## src/rtl/pareto_path_prune_table_defines.svh

```systemverilog
// Assertion macros shared by the table logic.
`ifndef PARETO_PATH_PRUNE_TABLE_DEFINES_SVH
`define PARETO_PATH_PRUNE_TABLE_DEFINES_SVH

// Same-cycle implication, disabled in reset.
`define PPT_ASSERT_SAME(label, clk, rst, ante, cons, msg) \
   label: assert property (@(posedge clk) disable iff (rst) (ante) |-> (cons)) \
      else $error(msg);

// Next-cycle implication, disabled in reset.
`define PPT_ASSERT_NEXT(label, clk, rst, ante, cons, msg) \
   label: assert property (@(posedge clk) disable iff (rst) (ante) |=> (cons)) \
      else $error(msg);

`endif

```

## src/rtl/ppt_pkg.sv

```systemverilog
`timescale 1ns / 1ps
package ppt_pkg;

   localparam int CSR_INDEX_W = 2;
   localparam int SLOT_W      = 4;

   typedef enum logic [1:0] {
      OP_CHECK    = 2'd0,
      OP_INSERT   = 2'd1,
      OP_QUERY    = 2'd2,
      OP_RESERVED = 2'd3
   } op_type;

   typedef enum logic [CSR_INDEX_W-1:0] {
      CSR_COST_BUDGET   = 2'd0,
      CSR_MIN_COST      = 2'd1,
      CSR_HAS_NEXT_LEAF = 2'd2,
      CSR_LEAF_BOUND    = 2'd3
   } csr_index_type;

   typedef enum logic [2:0] {
      ST_IDLE,
      ST_BOUND,
      ST_SCAN,
      ST_INSERT,
      ST_RESP
   } state_type;

   // controller -> datapath
   typedef struct packed {
      logic load;    // capture request, clear result
      logic bound;   // budget / reward bound test
      logic scan;    // one step of the table walk
      logic finish;  // close the walk
      logic insert;  // append one entry
   } ctl_type;

   // datapath -> controller
   typedef struct packed {
      logic bound_prune;
      logic scan_done;
   } sts_type;

endpackage

```

## src/rtl/ppt_ctrl.sv

```systemverilog
`timescale 1ns / 1ps
`include "pareto_path_prune_table_defines.svh"
module ppt_ctrl (
   input  logic              clock,
   input  logic              reset,
   input  logic              start,
   input  logic [1:0]        req_operation,
   input  ppt_pkg::sts_type  sts,
   output ppt_pkg::ctl_type  ctl,
   output logic              busy,
   output logic              rsp_valid
);

   ppt_pkg::state_type state_ff;
   ppt_pkg::state_type state_in;
   ppt_pkg::op_type    op;

   assign op = ppt_pkg::op_type'(req_operation);

   always_ff @(posedge clock) begin
      if (reset) begin
         state_ff <= ppt_pkg::ST_IDLE;
      end else begin
         state_ff <= state_in;
      end
   end

   always_comb begin
      state_in  = state_ff;
      ctl       = '0;
      busy      = 1'b1;
      rsp_valid = 1'b0;
      unique case (state_ff)
         ppt_pkg::ST_IDLE, ppt_pkg::ST_RESP: begin
            // a new request may land while the result is on the bus
            busy      = 1'b0;
            rsp_valid = (state_ff == ppt_pkg::ST_RESP);
            if (start) begin
               ctl.load = 1'b1;
               unique case (op)
                  ppt_pkg::OP_CHECK:    state_in = ppt_pkg::ST_BOUND;
                  ppt_pkg::OP_INSERT:   state_in = ppt_pkg::ST_INSERT;
                  ppt_pkg::OP_QUERY:    state_in = ppt_pkg::ST_SCAN;
                  ppt_pkg::OP_RESERVED: state_in = ppt_pkg::ST_RESP;
               endcase
            end else begin
               state_in = ppt_pkg::ST_IDLE;
            end
         end
         ppt_pkg::ST_BOUND: begin
            ctl.bound = 1'b1;
            state_in  = sts.bound_prune ? ppt_pkg::ST_RESP : ppt_pkg::ST_SCAN;
         end
         ppt_pkg::ST_SCAN: begin
            if (sts.scan_done) begin
               ctl.finish = 1'b1;
               state_in   = ppt_pkg::ST_RESP;
            end else begin
               ctl.scan = 1'b1;
            end
         end
         ppt_pkg::ST_INSERT: begin
            ctl.insert = 1'b1;
            state_in   = ppt_pkg::ST_RESP;
         end
         default: begin
            state_in = ppt_pkg::ST_IDLE;
         end
      endcase
   end

   `PPT_ASSERT_NEXT(a_accept_progress, clock, reset, start && !busy, busy || rsp_valid, "accepted request neither runs nor answers")
   `PPT_ASSERT_NEXT(a_strobe_single, clock, reset, rsp_valid && !start, !rsp_valid, "result strobe repeated without a request")

endmodule

```

## src/rtl/ppt_datapath.sv

```systemverilog
`timescale 1ns / 1ps
`include "pareto_path_prune_table_defines.svh"
module ppt_datapath #(
   parameter int TABLE_DEPTH = 16,
   parameter int VALUE_WIDTH = 32,
   parameter int TAG_WIDTH   = 16
) (
   input  logic                              clock,
   input  logic                              reset,
   input  logic                              csr_wr_en,
   input  logic [ppt_pkg::CSR_INDEX_W-1:0]   csr_index,
   input  logic [VALUE_WIDTH-1:0]            csr_wr_data,
   input  logic [1:0]                        req_operation,
   input  logic [VALUE_WIDTH-2:0]            req_path_cost,
   input  logic signed [VALUE_WIDTH-1:0]     req_path_reward,
   input  logic signed [VALUE_WIDTH-1:0]     req_greedy_reward,
   input  logic signed [VALUE_WIDTH-1:0]     req_least_reward,
   input  logic [TAG_WIDTH-1:0]              req_path_tag,
   input  ppt_pkg::ctl_type                  ctl,
   output ppt_pkg::sts_type                  sts,
   output logic                              rsp_prune,
   output logic [ppt_pkg::SLOT_W-1:0]        rsp_slot,
   output logic                              rsp_overflow,
   output logic                              rsp_best_found,
   output logic [VALUE_WIDTH-2:0]            rsp_best_cost,
   output logic signed [VALUE_WIDTH-1:0]     rsp_best_reward,
   output logic [TAG_WIDTH-1:0]              rsp_best_tag
);

   localparam int COST_W  = VALUE_WIDTH - 1;
   localparam int IDX_W   = $clog2(TABLE_DEPTH);
   localparam int CNT_W   = $clog2(TABLE_DEPTH + 1);
   localparam int ENTRY_W = COST_W + VALUE_WIDTH + TAG_WIDTH;
   localparam int REW_LSB = COST_W;
   localparam int TAG_LSB = COST_W + VALUE_WIDTH;

   // configuration
   logic [COST_W-1:0]             budget_ff;
   logic [COST_W-1:0]             min_cost_ff;
   logic                          has_next_ff;
   logic signed [VALUE_WIDTH-1:0] leaf_bound_ff;

   // captured request
   ppt_pkg::op_type               op_ff;
   logic [COST_W-1:0]             cost_ff;
   logic signed [VALUE_WIDTH-1:0] reward_ff;
   logic signed [VALUE_WIDTH-1:0] greedy_ff;
   logic signed [VALUE_WIDTH-1:0] least_ff;
   logic [TAG_WIDTH-1:0]          tag_ff;

   // table and walk control
   logic [ENTRY_W-1:0]            mem [TABLE_DEPTH];
   logic [ENTRY_W-1:0]            rdata_ff;
   logic [CNT_W-1:0]              count_ff, count_in;
   logic [CNT_W-1:0]              rd_ptr_ff, rd_ptr_in;
   logic [CNT_W-1:0]              wr_ptr_ff, wr_ptr_in;
   logic                          pv_ff, pv_in;
   logic                          hit_ff, hit_in;

   // result
   logic                          prune_ff, prune_in;
   logic [ppt_pkg::SLOT_W-1:0]    slot_ff, slot_in;
   logic                          overflow_ff, overflow_in;
   logic                          found_ff, found_in;
   logic [COST_W-1:0]             best_cost_ff, best_cost_in;
   logic signed [VALUE_WIDTH-1:0] best_reward_ff, best_reward_in;
   logic [TAG_WIDTH-1:0]          best_tag_ff, best_tag_in;

   logic                          mem_we;
   logic [IDX_W-1:0]              mem_waddr;
   logic [ENTRY_W-1:0]            mem_wdata;
   logic                          rd_issue;

   logic [COST_W-1:0]             e_cost;
   logic signed [VALUE_WIDTH-1:0] e_reward;
   logic [TAG_WIDTH-1:0]          e_tag;
   logic                          e_dom;
   logic                          e_sub;

   logic [VALUE_WIDTH-1:0]        budget_sum;
   logic                          budget_fail;
   logic signed [VALUE_WIDTH:0]   leaf_sum;
   logic signed [VALUE_WIDTH:0]   least_ext;
   logic signed [VALUE_WIDTH:0]   greedy_ext;
   logic                          bound_hit;

   always_ff @(posedge clock) begin
      if (reset) begin
         budget_ff     <= '1;
         min_cost_ff   <= '0;
         has_next_ff   <= 1'b0;
         leaf_bound_ff <= '0;
      end else if (csr_wr_en) begin
         unique case (ppt_pkg::csr_index_type'(csr_index))
            ppt_pkg::CSR_COST_BUDGET:   budget_ff     <= csr_wr_data[COST_W-1:0];
            ppt_pkg::CSR_MIN_COST:      min_cost_ff   <= csr_wr_data[COST_W-1:0];
            ppt_pkg::CSR_HAS_NEXT_LEAF: has_next_ff   <= csr_wr_data[0];
            ppt_pkg::CSR_LEAF_BOUND:    leaf_bound_ff <= csr_wr_data;
         endcase
      end
   end

   always_ff @(posedge clock) begin
      if (ctl.load) begin
         op_ff     <= ppt_pkg::op_type'(req_operation);
         cost_ff   <= req_path_cost;
         reward_ff <= req_path_reward;
         greedy_ff <= req_greedy_reward;
         least_ff  <= req_least_reward;
         tag_ff    <= req_path_tag;
      end
   end

   // entry fields from the registered read port
   assign e_cost   = rdata_ff[COST_W-1:0];
   assign e_reward = rdata_ff[REW_LSB +: VALUE_WIDTH];
   assign e_tag    = rdata_ff[TAG_LSB +: TAG_WIDTH];
   assign e_dom    = (e_cost <= cost_ff) && (e_reward >= reward_ff);
   assign e_sub    = (e_cost > cost_ff) && (e_reward < reward_ff);

   // budget and reward bound, widened by one bit
   assign budget_sum  = {1'b0, cost_ff} + {1'b0, min_cost_ff};
   assign budget_fail = budget_sum > {1'b0, budget_ff};
   assign leaf_sum    = {reward_ff[VALUE_WIDTH-1], reward_ff}
                      + {leaf_bound_ff[VALUE_WIDTH-1], leaf_bound_ff};
   assign least_ext   = {least_ff[VALUE_WIDTH-1], least_ff};
   assign greedy_ext  = {greedy_ff[VALUE_WIDTH-1], greedy_ff};
   assign bound_hit   = (count_ff != '0) && has_next_ff
                      && ((least_ext > leaf_sum) || (greedy_ext >= leaf_sum));

   assign sts.bound_prune = budget_fail || bound_hit;
   assign sts.scan_done   = (rd_ptr_ff == count_ff) && !pv_ff;

   assign rd_issue = ctl.scan && (rd_ptr_ff != count_ff);

   always_comb begin
      count_in       = count_ff;
      rd_ptr_in      = rd_ptr_ff;
      wr_ptr_in      = wr_ptr_ff;
      pv_in          = pv_ff;
      hit_in         = hit_ff;
      prune_in       = prune_ff;
      slot_in        = slot_ff;
      overflow_in    = overflow_ff;
      found_in       = found_ff;
      best_cost_in   = best_cost_ff;
      best_reward_in = best_reward_ff;
      best_tag_in    = best_tag_ff;
      mem_we         = 1'b0;
      mem_waddr      = wr_ptr_ff[IDX_W-1:0];
      mem_wdata      = rdata_ff;

      if (ctl.load) begin
         rd_ptr_in      = '0;
         wr_ptr_in      = '0;
         pv_in          = 1'b0;
         hit_in         = 1'b0;
         prune_in       = 1'b0;
         slot_in        = '0;
         overflow_in    = 1'b0;
         found_in       = 1'b0;
         best_cost_in   = '0;
         best_reward_in = '0;
         best_tag_in    = '0;
      end

      if (ctl.bound) begin
         prune_in = sts.bound_prune;
      end

      if (ctl.scan) begin
         if (rd_issue) begin
            rd_ptr_in = rd_ptr_ff + CNT_W'(1);
         end
         pv_in = rd_issue;
         if (pv_ff) begin
            if (op_ff == ppt_pkg::OP_QUERY) begin
               // best_reward starts at zero, so only positive rewards win
               if (e_reward > best_reward_ff) begin
                  found_in       = 1'b1;
                  best_cost_in   = e_cost;
                  best_reward_in = e_reward;
                  best_tag_in    = e_tag;
               end
            end else begin
               // compact in place; after a hit the rest is copied as is
               if (hit_ff || e_dom || !e_sub) begin
                  mem_we    = 1'b1;
                  wr_ptr_in = wr_ptr_ff + CNT_W'(1);
               end
               if (e_dom) begin
                  hit_in = 1'b1;
               end
            end
         end
      end

      if (ctl.finish && (op_ff == ppt_pkg::OP_CHECK)) begin
         count_in = wr_ptr_ff;
         prune_in = hit_ff;
      end

      if (ctl.insert) begin
         if (count_ff == CNT_W'(TABLE_DEPTH)) begin
            overflow_in = 1'b1;
         end else begin
            mem_we    = 1'b1;
            mem_waddr = count_ff[IDX_W-1:0];
            mem_wdata = {tag_ff, reward_ff, cost_ff};
            slot_in   = ppt_pkg::SLOT_W'(count_ff);
            count_in  = count_ff + CNT_W'(1);
         end
      end
   end

   always_ff @(posedge clock) begin
      if (reset) begin
         count_ff  <= '0;
         rd_ptr_ff <= '0;
         wr_ptr_ff <= '0;
         pv_ff     <= 1'b0;
         hit_ff    <= 1'b0;
      end else begin
         count_ff  <= count_in;
         rd_ptr_ff <= rd_ptr_in;
         wr_ptr_ff <= wr_ptr_in;
         pv_ff     <= pv_in;
         hit_ff    <= hit_in;
      end
   end

   always_ff @(posedge clock) begin
      prune_ff       <= prune_in;
      slot_ff        <= slot_in;
      overflow_ff    <= overflow_in;
      found_ff       <= found_in;
      best_cost_ff   <= best_cost_in;
      best_reward_ff <= best_reward_in;
      best_tag_ff    <= best_tag_in;
   end

   // entry store: one write port, one registered read port
   always_ff @(posedge clock) begin
      if (mem_we) begin
         mem[mem_waddr] <= mem_wdata;
      end
      if (rd_issue) begin
         rdata_ff <= mem[rd_ptr_ff[IDX_W-1:0]];
      end
   end

   assign rsp_prune       = prune_ff;
   assign rsp_slot        = slot_ff;
   assign rsp_overflow    = overflow_ff;
   assign rsp_best_found  = found_ff;
   assign rsp_best_cost   = best_cost_ff;
   assign rsp_best_reward = best_reward_ff;
   assign rsp_best_tag    = best_tag_ff;

   `PPT_ASSERT_SAME(a_count_range, clock, reset, 1'b1, count_ff <= CNT_W'(TABLE_DEPTH), "entry count beyond table depth")
   `PPT_ASSERT_SAME(a_compact_order, clock, reset, 1'b1, wr_ptr_ff <= rd_ptr_ff, "compaction write overtook the read")

endmodule

```

## src/rtl/pareto_path_prune_table.sv

```systemverilog
`timescale 1ns / 1ps
// A new start is taken in the rsp_valid cycle, so a request is accepted only once the last
//   one is answered; the entry walk (one registered read per cycle) sets how long it runs.
// Reset (synchronous, active high): table empties, configuration and walk registers take
//   reset values; request and result registers are not reset.
// Results are a one-cycle strobe; the receiver cannot stall.
module pareto_path_prune_table #(
   parameter int TABLE_DEPTH = 16,
   parameter int VALUE_WIDTH = 32,
   parameter int TAG_WIDTH   = 16
) (
   input  logic                              clock,
   input  logic                              reset,

   // configuration write port
   input  logic                              csr_wr_en,
   input  logic [ppt_pkg::CSR_INDEX_W-1:0]   csr_index,
   input  logic [VALUE_WIDTH-1:0]            csr_wr_data,

   // request: transfer on start && !busy
   input  logic                              start,
   output logic                              busy,
   input  logic [1:0]                        req_operation,
   input  logic [VALUE_WIDTH-2:0]            req_path_cost,
   input  logic signed [VALUE_WIDTH-1:0]     req_path_reward,
   input  logic signed [VALUE_WIDTH-1:0]     req_greedy_reward,
   input  logic signed [VALUE_WIDTH-1:0]     req_least_reward,
   input  logic [TAG_WIDTH-1:0]              req_path_tag,

   // response: transfer on rsp_valid, one cycle
   output logic                              rsp_valid,
   output logic                              rsp_prune,
   output logic [ppt_pkg::SLOT_W-1:0]        rsp_slot,
   output logic                              rsp_overflow,
   output logic                              rsp_best_found,
   output logic [VALUE_WIDTH-2:0]            rsp_best_cost,
   output logic signed [VALUE_WIDTH-1:0]     rsp_best_reward,
   output logic [TAG_WIDTH-1:0]              rsp_best_tag
);

   // The controller sequences each request:
   //   check : the budget and reward-bound test; unless that prunes, a walk over
   //           the table. The walk reads one entry per cycle and writes the kept
   //           entries back at a trailing pointer, which drops entries that the
   //           candidate strictly dominates. After the first dominating entry
   //           the walk keeps copying so the table stays packed; the entry
   //           count then takes the trailing pointer.
   //   insert: append at the current count, or flag overflow on a full table.
   //   query : the same walk, read-only, keeping the first largest positive
   //           reward.
   // Result fields are cleared at every request, so fields that do not
   // belong to the operation read zero.

   ppt_pkg::ctl_type ctl;
   ppt_pkg::sts_type sts;

   ppt_ctrl u_ctrl (
      .clock         (clock),
      .reset         (reset),
      .start         (start),
      .req_operation (req_operation),
      .sts           (sts),
      .ctl           (ctl),
      .busy          (busy),
      .rsp_valid     (rsp_valid)
   );

   ppt_datapath #(
      .TABLE_DEPTH (TABLE_DEPTH),
      .VALUE_WIDTH (VALUE_WIDTH),
      .TAG_WIDTH   (TAG_WIDTH)
   ) u_datapath (
      .clock             (clock),
      .reset             (reset),
      .csr_wr_en         (csr_wr_en),
      .csr_index         (csr_index),
      .csr_wr_data       (csr_wr_data),
      .req_operation     (req_operation),
      .req_path_cost     (req_path_cost),
      .req_path_reward   (req_path_reward),
      .req_greedy_reward (req_greedy_reward),
      .req_least_reward  (req_least_reward),
      .req_path_tag      (req_path_tag),
      .ctl               (ctl),
      .sts               (sts),
      .rsp_prune         (rsp_prune),
      .rsp_slot          (rsp_slot),
      .rsp_overflow      (rsp_overflow),
      .rsp_best_found    (rsp_best_found),
      .rsp_best_cost     (rsp_best_cost),
      .rsp_best_reward   (rsp_best_reward),
      .rsp_best_tag      (rsp_best_tag)
   );

endmodule
```

## config.mk

```make
export PLATFORM = sky130hd
export DESIGN_NAME = pareto_path_prune_table
export DESIGN_NICKNAME = d
export VERILOG_FILES = /design/src/rtl/ppt_pkg.sv /design/src/rtl/ppt_ctrl.sv /design/src/rtl/ppt_datapath.sv /design/src/rtl/pareto_path_prune_table.sv
export VERILOG_INCLUDE_DIRS = /design/src /design/src/rtl
export SDC_FILE = /design/constraint.sdc
export NUM_CORES = 2
export LEC_CHECK = 0
export BUFFER_PORTS_ARGS = -buffer_cell sky130_fd_sc_hd__buf_2
export CAP_MARGIN = 40
export CORE_MARGIN = 4
export CORE_UTILIZATION = 48
export CTS_BUF_LIST = sky130_fd_sc_hd__clkbuf_16
export CTS_CLUSTER_DIAMETER = 200
export CTS_CLUSTER_SIZE = 40
export DETAILED_ROUTE_END_ITERATION = 6
export PLACE_DENSITY_LB_ADDON = 0.12
export SYNTH_ARGS = -nofsm -noshare
export SYNTH_HDL_FRONTEND = slang
export SYNTH_SLANG_ARGS = --single-unit
```

## constraint.sdc

```tcl
create_clock -name clock -period 10.15 [get_ports clock]
set_clock_uncertainty 0.05 [all_clocks]
set_input_delay 2.03 -clock clock [delete_from_list [all_inputs] [get_ports clock]]
set_output_delay 2.03 -clock clock [all_outputs]
set_load 0.02 [all_outputs]
```

# [Yosys cells after proc, flatten, opt, wreduce, memory -nomap -nowiden]
# Memories as Yosys holds them, arrays and structs flattened. A register that Yosys moved wholly into a read port is not among the register bits.
# Cells that the tools add are included.
# Widths: inputs -> output; s select.
[classes] n_eq_ne=15 muxes=72 add_sub_neg=5 n_reduce_logical=25 order_cmp=8
[ops] operator="$mux 32" n=5
[ops] operator="$mux 79" n=2
[ops] operator="$mux 31" n=5
[ops] operator="$mux 16" n=5
[ops] operator="$mux 5" n=11
[ops] operator="$add 32x32->33" n=1
[ops] operator="$ge 32x33->1" n=1
[ops] operator="$gt 32x33->1" n=1
[ops] operator="$mux 1" n=33
[ops] operator="$add 31x31->32" n=1
[ops] operator="$ge 32x32->1" n=1
[ops] operator="$gt 32x31->1" n=1
[ops] operator="$gt 32x32->1" n=1
[ops] operator="$lt 32x32->1" n=1
[ops] operator="$gt 31x31->1" n=1
[ops] operator="$le 31x31->1" n=1
[ops] operator="$pmux 3 s4" n=2
[ops] operator="$mux 4" n=5
[ops] operator="$add 5x1->5 const B" n=3
[ops] operator="$eq 2x2->1 const B" n=5
[ops] operator="$mux 3" n=3
[ops] operator="$reduce_and 2->1" n=4
[ops] operator="$logic_and 1x1->1" n=7
[ops] operator="$eq 3x2->1 const B" n=2
[ops] operator="16 further kinds" n=23
[totals] out_inout_bits=88 ram_bits=1264 regBits=346 mem_count=1 in_bits=183
[mem_list] memory="u_datapath.mem" depth=16 word_bits=79 rd=1 rd_clocked_by_memory_dff=1 wr=1 line_no="ppt_datapath.sv:52" rtl="logic [ENTRY_W-1:0] mem [TABLE_DEPTH];"

# [Logic depth before layout (Yosys ltp)]
[logic_depth] depth_word=12 depth_mapped=22 mapped_depth_nobuf=22

# [Cells and area by module]
# From an unflattened synthesis, not the netlist that was laid out.
[unflattened] hier_cells=4051 area_unflattened_um2=70631.5
[by_module_without_submodules] module="ppt_datapath" seq_area_each_um2=48656.7 area_each_um2=70413.8 n_inst=1 cells_each=4023
[by_module_without_submodules] module="ppt_ctrl" seq_area_each_um2=60.1 area_each_um2=217.7 n_inst=1 cells_each=28

# [Least setup slack after synthesis]
# No wires, ideal clock.
[synth_timing] kind="in2reg" start="in start" end="reg u_datapath.cost_ff[0], enable pin" setup_ps=565 stages=4 t_arrival_ps=6596 slack_ps=2938 cell_sequence="nand2_1 inv_1 clkbuf_1 buf_1"
[synth_lines] element="start: declaration" line_no="pareto_path_prune_table.sv:21" rtl="input logic start,"
[synth_lines] element="end signal: assignment" line_no="ppt_datapath.sv:106" rtl="cost_ff <= req_path_cost;"
[synth_lines] element="end: declaration" line_no="ppt_datapath.sv:45" rtl="logic [COST_W-1:0] cost_ff;"

# [Final worst setup path]
[layout_timing] start="reg u_datapath.reward_ff[0]" end="reg u_datapath.prune_ff (netlist: u_datapath.rsp_prune) (data pin)"
[layout_via] elab_chain_len=7 elab_cells_between_ends=8
[layout_rtl] element="start: declaration" line_no="ppt_datapath.sv:46" rtl="logic signed [VALUE_WIDTH-1:0] reward_ff;"
[layout_rtl] element="start signal: assignment" line_no="ppt_datapath.sv:107" rtl="reward_ff <= req_path_reward;"
[layout_rtl] element="$add 32x32->33 *" line_no="ppt_datapath.sv:125" rtl="+ {leaf_bound_ff[VALUE_WIDTH-1], leaf_bound_ff};"
[layout_rtl] element="$gt 32x33->1 or $ge 32x33->1 (tied branches)" line_no="ppt_datapath.sv:129" rtl="&& ((least_ext > leaf_sum) || (greedy_ext >= leaf_sum));"
[layout_rtl] element="$logic_or 1x1->1 *" line_no="ppt_datapath.sv:129"
[layout_rtl] element="$logic_and 1x1->1 *" line_no="ppt_datapath.sv:129"
[layout_rtl] element="$logic_or 1x1->1 *" line_no="ppt_datapath.sv:131" rtl="assign sts.bound_prune = budget_fail || bound_hit;"
[layout_rtl] element="$mux 1 *" line_no="ppt_datapath.sv:167" rtl="if (ctl.bound) begin"
[layout_rtl] element="$mux 1 *" line_no="ppt_datapath.sv:198" rtl="if (ctl.finish && (op_ff == ppt_pkg::OP_CHECK)) begin"
[layout_rtl] element="named net u_datapath.prune_in" line_no="ppt_datapath.sv:61" rtl="logic prune_ff, prune_in;"
[layout_rtl] element="end signal: assignment" line_no="ppt_datapath.sv:233" rtl="prune_ff <= prune_in;"
[layout_rtl] element="end: declaration" line_no="ppt_datapath.sv:61"
# The timed path passes the listed nets; every way through them passes the cells marked *.
# A chain may end at the register's enable or synchronous reset.

==> metrics.csv <==
metric,value,unit
status,completed,
setup TNS,0,ps
DIE WIDTH,391.0,um
first-pass GRT wire length,264300,um
hold buffers post-CTS,0,
layout cells sized above 1,21.50,%
CTS tree,done,
Synth Area in Simple Gates,4.175,%
IO Pins,271,
clock slew at reported path FFs,150,ps
Vias/cell,5.949,
largest family of logic cells by synthesized area,multiplexers,
Die Y,391.0,um
Startpoint Class,register,
worst setup path start,u_datapath.reward_ff[0],
hold path start,u_datapath.rsp_best_found,
post-synth top area share,63.51,%
Setup Viol. Count Final,0,
Most common cell on crit path,a21o_1,
final worst setup slack,3894,ps
routed wire length,183400,um
Tcrit/Tclk final,61.64,%
Crit path arrival time,6680,ps
Syn-to-layout area delta,8.950,%
total clock sinks,1689,
core footprint,145700,um^2
max incr delay on CP,560,ps
synth warn,0,
grt ovf,0,
Seq cells post-synth,1689,
HPWL after DPL,117500,um
overall routing resource usage,23.84,%
Worst-Skew Late Latency,740,ps
setup repair bufs after CTS,0,
gpl congestion,0.8877,
Fillers,11720,
drt wl/cell,28.81,um
"Max FO, Critical Path",3,
VDD IR-drop max,0.0001234,V
H-tree levels,2,
vias in the first global route,37149,
Synth area leader,edfxtp_1,
mux cell area share after synthesis,14.06,%
largest net degree at the start of global routing,109,
most area-consuming cells after synthesis,"edfxtp_1 (64%), mux4_2 (13%), dfxtp_1 (5.7%), ha_1 (4.6%), nand2_1 (1.7%)",
worst path cell trace,ha_1 > fa_1 > a211oi_1 > o21ai_0 > o2111ai_1 > o21ai_0 > and3_1 > and2_1 > o41ai_1 > nand2_1 > ha_1 > a21o_1 > a21o_1 > a21o_1 > a21o_1 > a21o_1 > a2111oi_0 > o21ai_0 > mux2_2 > a31oi_1 > o31ai_1,
R2R Path Start,u_datapath.reward_ff[0],
die area,152900,um^2
clock buffer depth,3,
compound-gate portion of the synthesized area,4.994,%
Starting Density,48.31,%
DR vias,37867,
Post-synth EDFFs,1489,
critical path data required time,10570,ps
leakage,26.08,nW
DRC viols,0,
max cap viols,0,
Post-Syn Area,70410,um^2
Power per Cell Area,145.2,nW/um^2
Yosys cell types,74,
Synth Area in XOR/XNOR,0.7464,%
critical path's slowest cell,o41ai_1,
Fin. Hold Viols,0,
antenna violations before repair,15,
Mean Syn Cell Area,17.23,um^2
DR iter-0 viols,3597,
Routed Antenna Nets,0,
I/O Buffers,270,
syn nets,4530,
Synth Area in Adders,4.674,%
final cell utilization of the core,52.63,%
final net count,4846,
pre-CTS worst setup slack,3920,ps
ys async rst share,0,%
Resize count post-CTS,0,
Clock Tree Root,clkbuf_16,
Highest Clock Rate,159.8,MHz
hold crit path type,reg2reg,
CP Class,reg2reg,
RSZ-0062 raised after global routing,no,
"Seq/Total Area, Yosys",69.19,%
Synth Instances,4086,
drt first pass iters,5,
row count,140,
number of CTS-inserted buffers,48,
minimum clock period,6256,ps
"Slew Viols, Final",0,
CP endpoint kind,register,
max_slew headroom,37.72,%
Worst Tran Pin Value,934.1,ps
Most used DFF post-synth,edfxtp_1,
## worst paths after layout
kind	endpoint	slack [ps]	cells after the start
hold / removal	u_datapath.rsp_best_found	410	1
hold reg to reg	u_datapath.rsp_best_found	410	1
setup reg to reg	u_datapath.rsp_prune	3890	21
setup / recovery	u_datapath.rsp_prune	3890	21
## stage by stage
stage	instances	hold WS, ps	instance area (um^2)	power, mW
floorplan	4086	390.0	70410	8.137
global placement	6240	379.1	74660	8.381
detailed placement	6269	386.6	75270	8.385
CTS	6359	419.4	76690	11.22
global route	6360	423.9	76690	11.54
finish	6365	414.7	76710	11.13
## cell families (layout without fill, tap and decap cells)
logic type               Yosys count  count (layout)
AO/OA/AOI/OAI                    552             552
buffers and inverters            376             732
adder cells (fa/ha/maj)          262             262
AND/OR/NAND/NOR                  666             666
multiplexers                     481             481
other                              0               6
flip-flops                      1689            1689
XOR/XNOR                          60              60
## layout make-up
type / instances / area (um^2) / share of cell area, %
clock inverter: 41 / 190.2 / 0.2479
inverter: 206 / 780.7 / 1.018
antenna: 6 / 15.01 / 0.01957
tap: 1917 / 2399 / 3.127
multi-input combinational: 2021 / 20330 / 26.50
sequential: 1689 / 48730 / 63.53
timing repair buffer: 436 / 3038 / 3.960
clock buffer: 49 / 1226 / 1.599
## cell usage in the layout (no fill, tap or decap), types with 8 or more instances in the layout
| master | instances |
|---|---|
| edfxtp_1 | 1489 |
| mux4_2 | 395 |
| nand2_1 | 316 |
| buf_2 | 269 |
| ha_1 | 259 |
| inv_1 | 243 |
| dfxtp_1 | 196 |
| a21oi_1 | 169 |
| nor2_1 | 143 |
| buf_4 | 140 |
| o21ai_0 | 137 |
| a21o_1 | 71 |
| mux2i_1 | 51 |
| clkbuf_16 | 49 |
| nand4_1 | 41 |
| a211o_1 | 40 |
| nand3_1 | 37 |
| xnor2_1 | 34 |
| nor2b_1 | 29 |
| o21a_1 | 27 |
| mux2_4 | 27 |
| xor2_1 | 26 |
| nor3_1 | 23 |
| a211oi_1 | 14 |
| buf_16 | 14 |
| nor2_4 | 13 |
| buf_12 | 12 |
| nand2b_1 | 11 |
| o21bai_1 | 11 |
| a31oi_1 | 11 |
| and3_1 | 9 |
| a221oi_1 | 8 |
## state kept, by name, indices dropped and copies added (netlist names), 16 cells and up
name,flops
u_datapath.min_cost_ff,31
u_datapath.reward_ff,32
u_datapath.mem,1264
u_datapath.greedy_ff,32
u_datapath.leaf_bound_ff,32
u_datapath.budget_ff,31
u_datapath.cost_ff,31
u_datapath.rdata_ff,79
u_datapath.rsp_best_tag,16
u_datapath.rsp_best_cost,31
u_datapath.rsp_best_reward,32
u_datapath.tag_ff,16
u_datapath.least_ff,32
## cell usage after synthesis, drive strengths merged, types with 4 or more instances
library cell and count:
nor2 156, nand2 317, xor2 26, a31oi 12, o31ai 6, mux2 35, inv 206, nand4 41
a21o 71, edfxtp 1489, clkbuf 109, and3 9, or2 6, o21ai 139, and2 8, a41oi 6
or3 6, mux2i 51, nor4 6, nand3 37, xnor2 34, dfxtp 200, o2111ai 6, nor3 23
ha 259, a211oi 15, o211ai 7, a221oi 10, o21bai 11, nand2b 12, o21a 27, a21oi 169
a22o 4, nor2b 32, a211o 40, mux4 395, buf 61
## power by group
part / internal [mW] / switching, mW
Clock: 0.907 / 1.99
Combinational: 0.232 / 0.385
Sequential: 7.56 / 0.0609
Total: 8.70 / 2.44
## routing by layer
layer / global-route usage, % / part of all wire (%) / vias to the layer above
li1: - / - / 16587
met4: 5.045 / 2.3 / 10
met2: 37.43 / 46 / 1345
met3: 3.897 / 7.3 / 173
met1: 35.57 / 44 / 19752
met5: 0 / 0.029 / -
## worst max-delay path: cells and delay by family, from the launching register on
family	cells	cell delay, ps
flops	1	470
fa+ha+maj	3	1040
compound gates	14	3500
mux	1	290
simple gates	3	640
No activity file was read; power rests on OpenSTA's default activity.
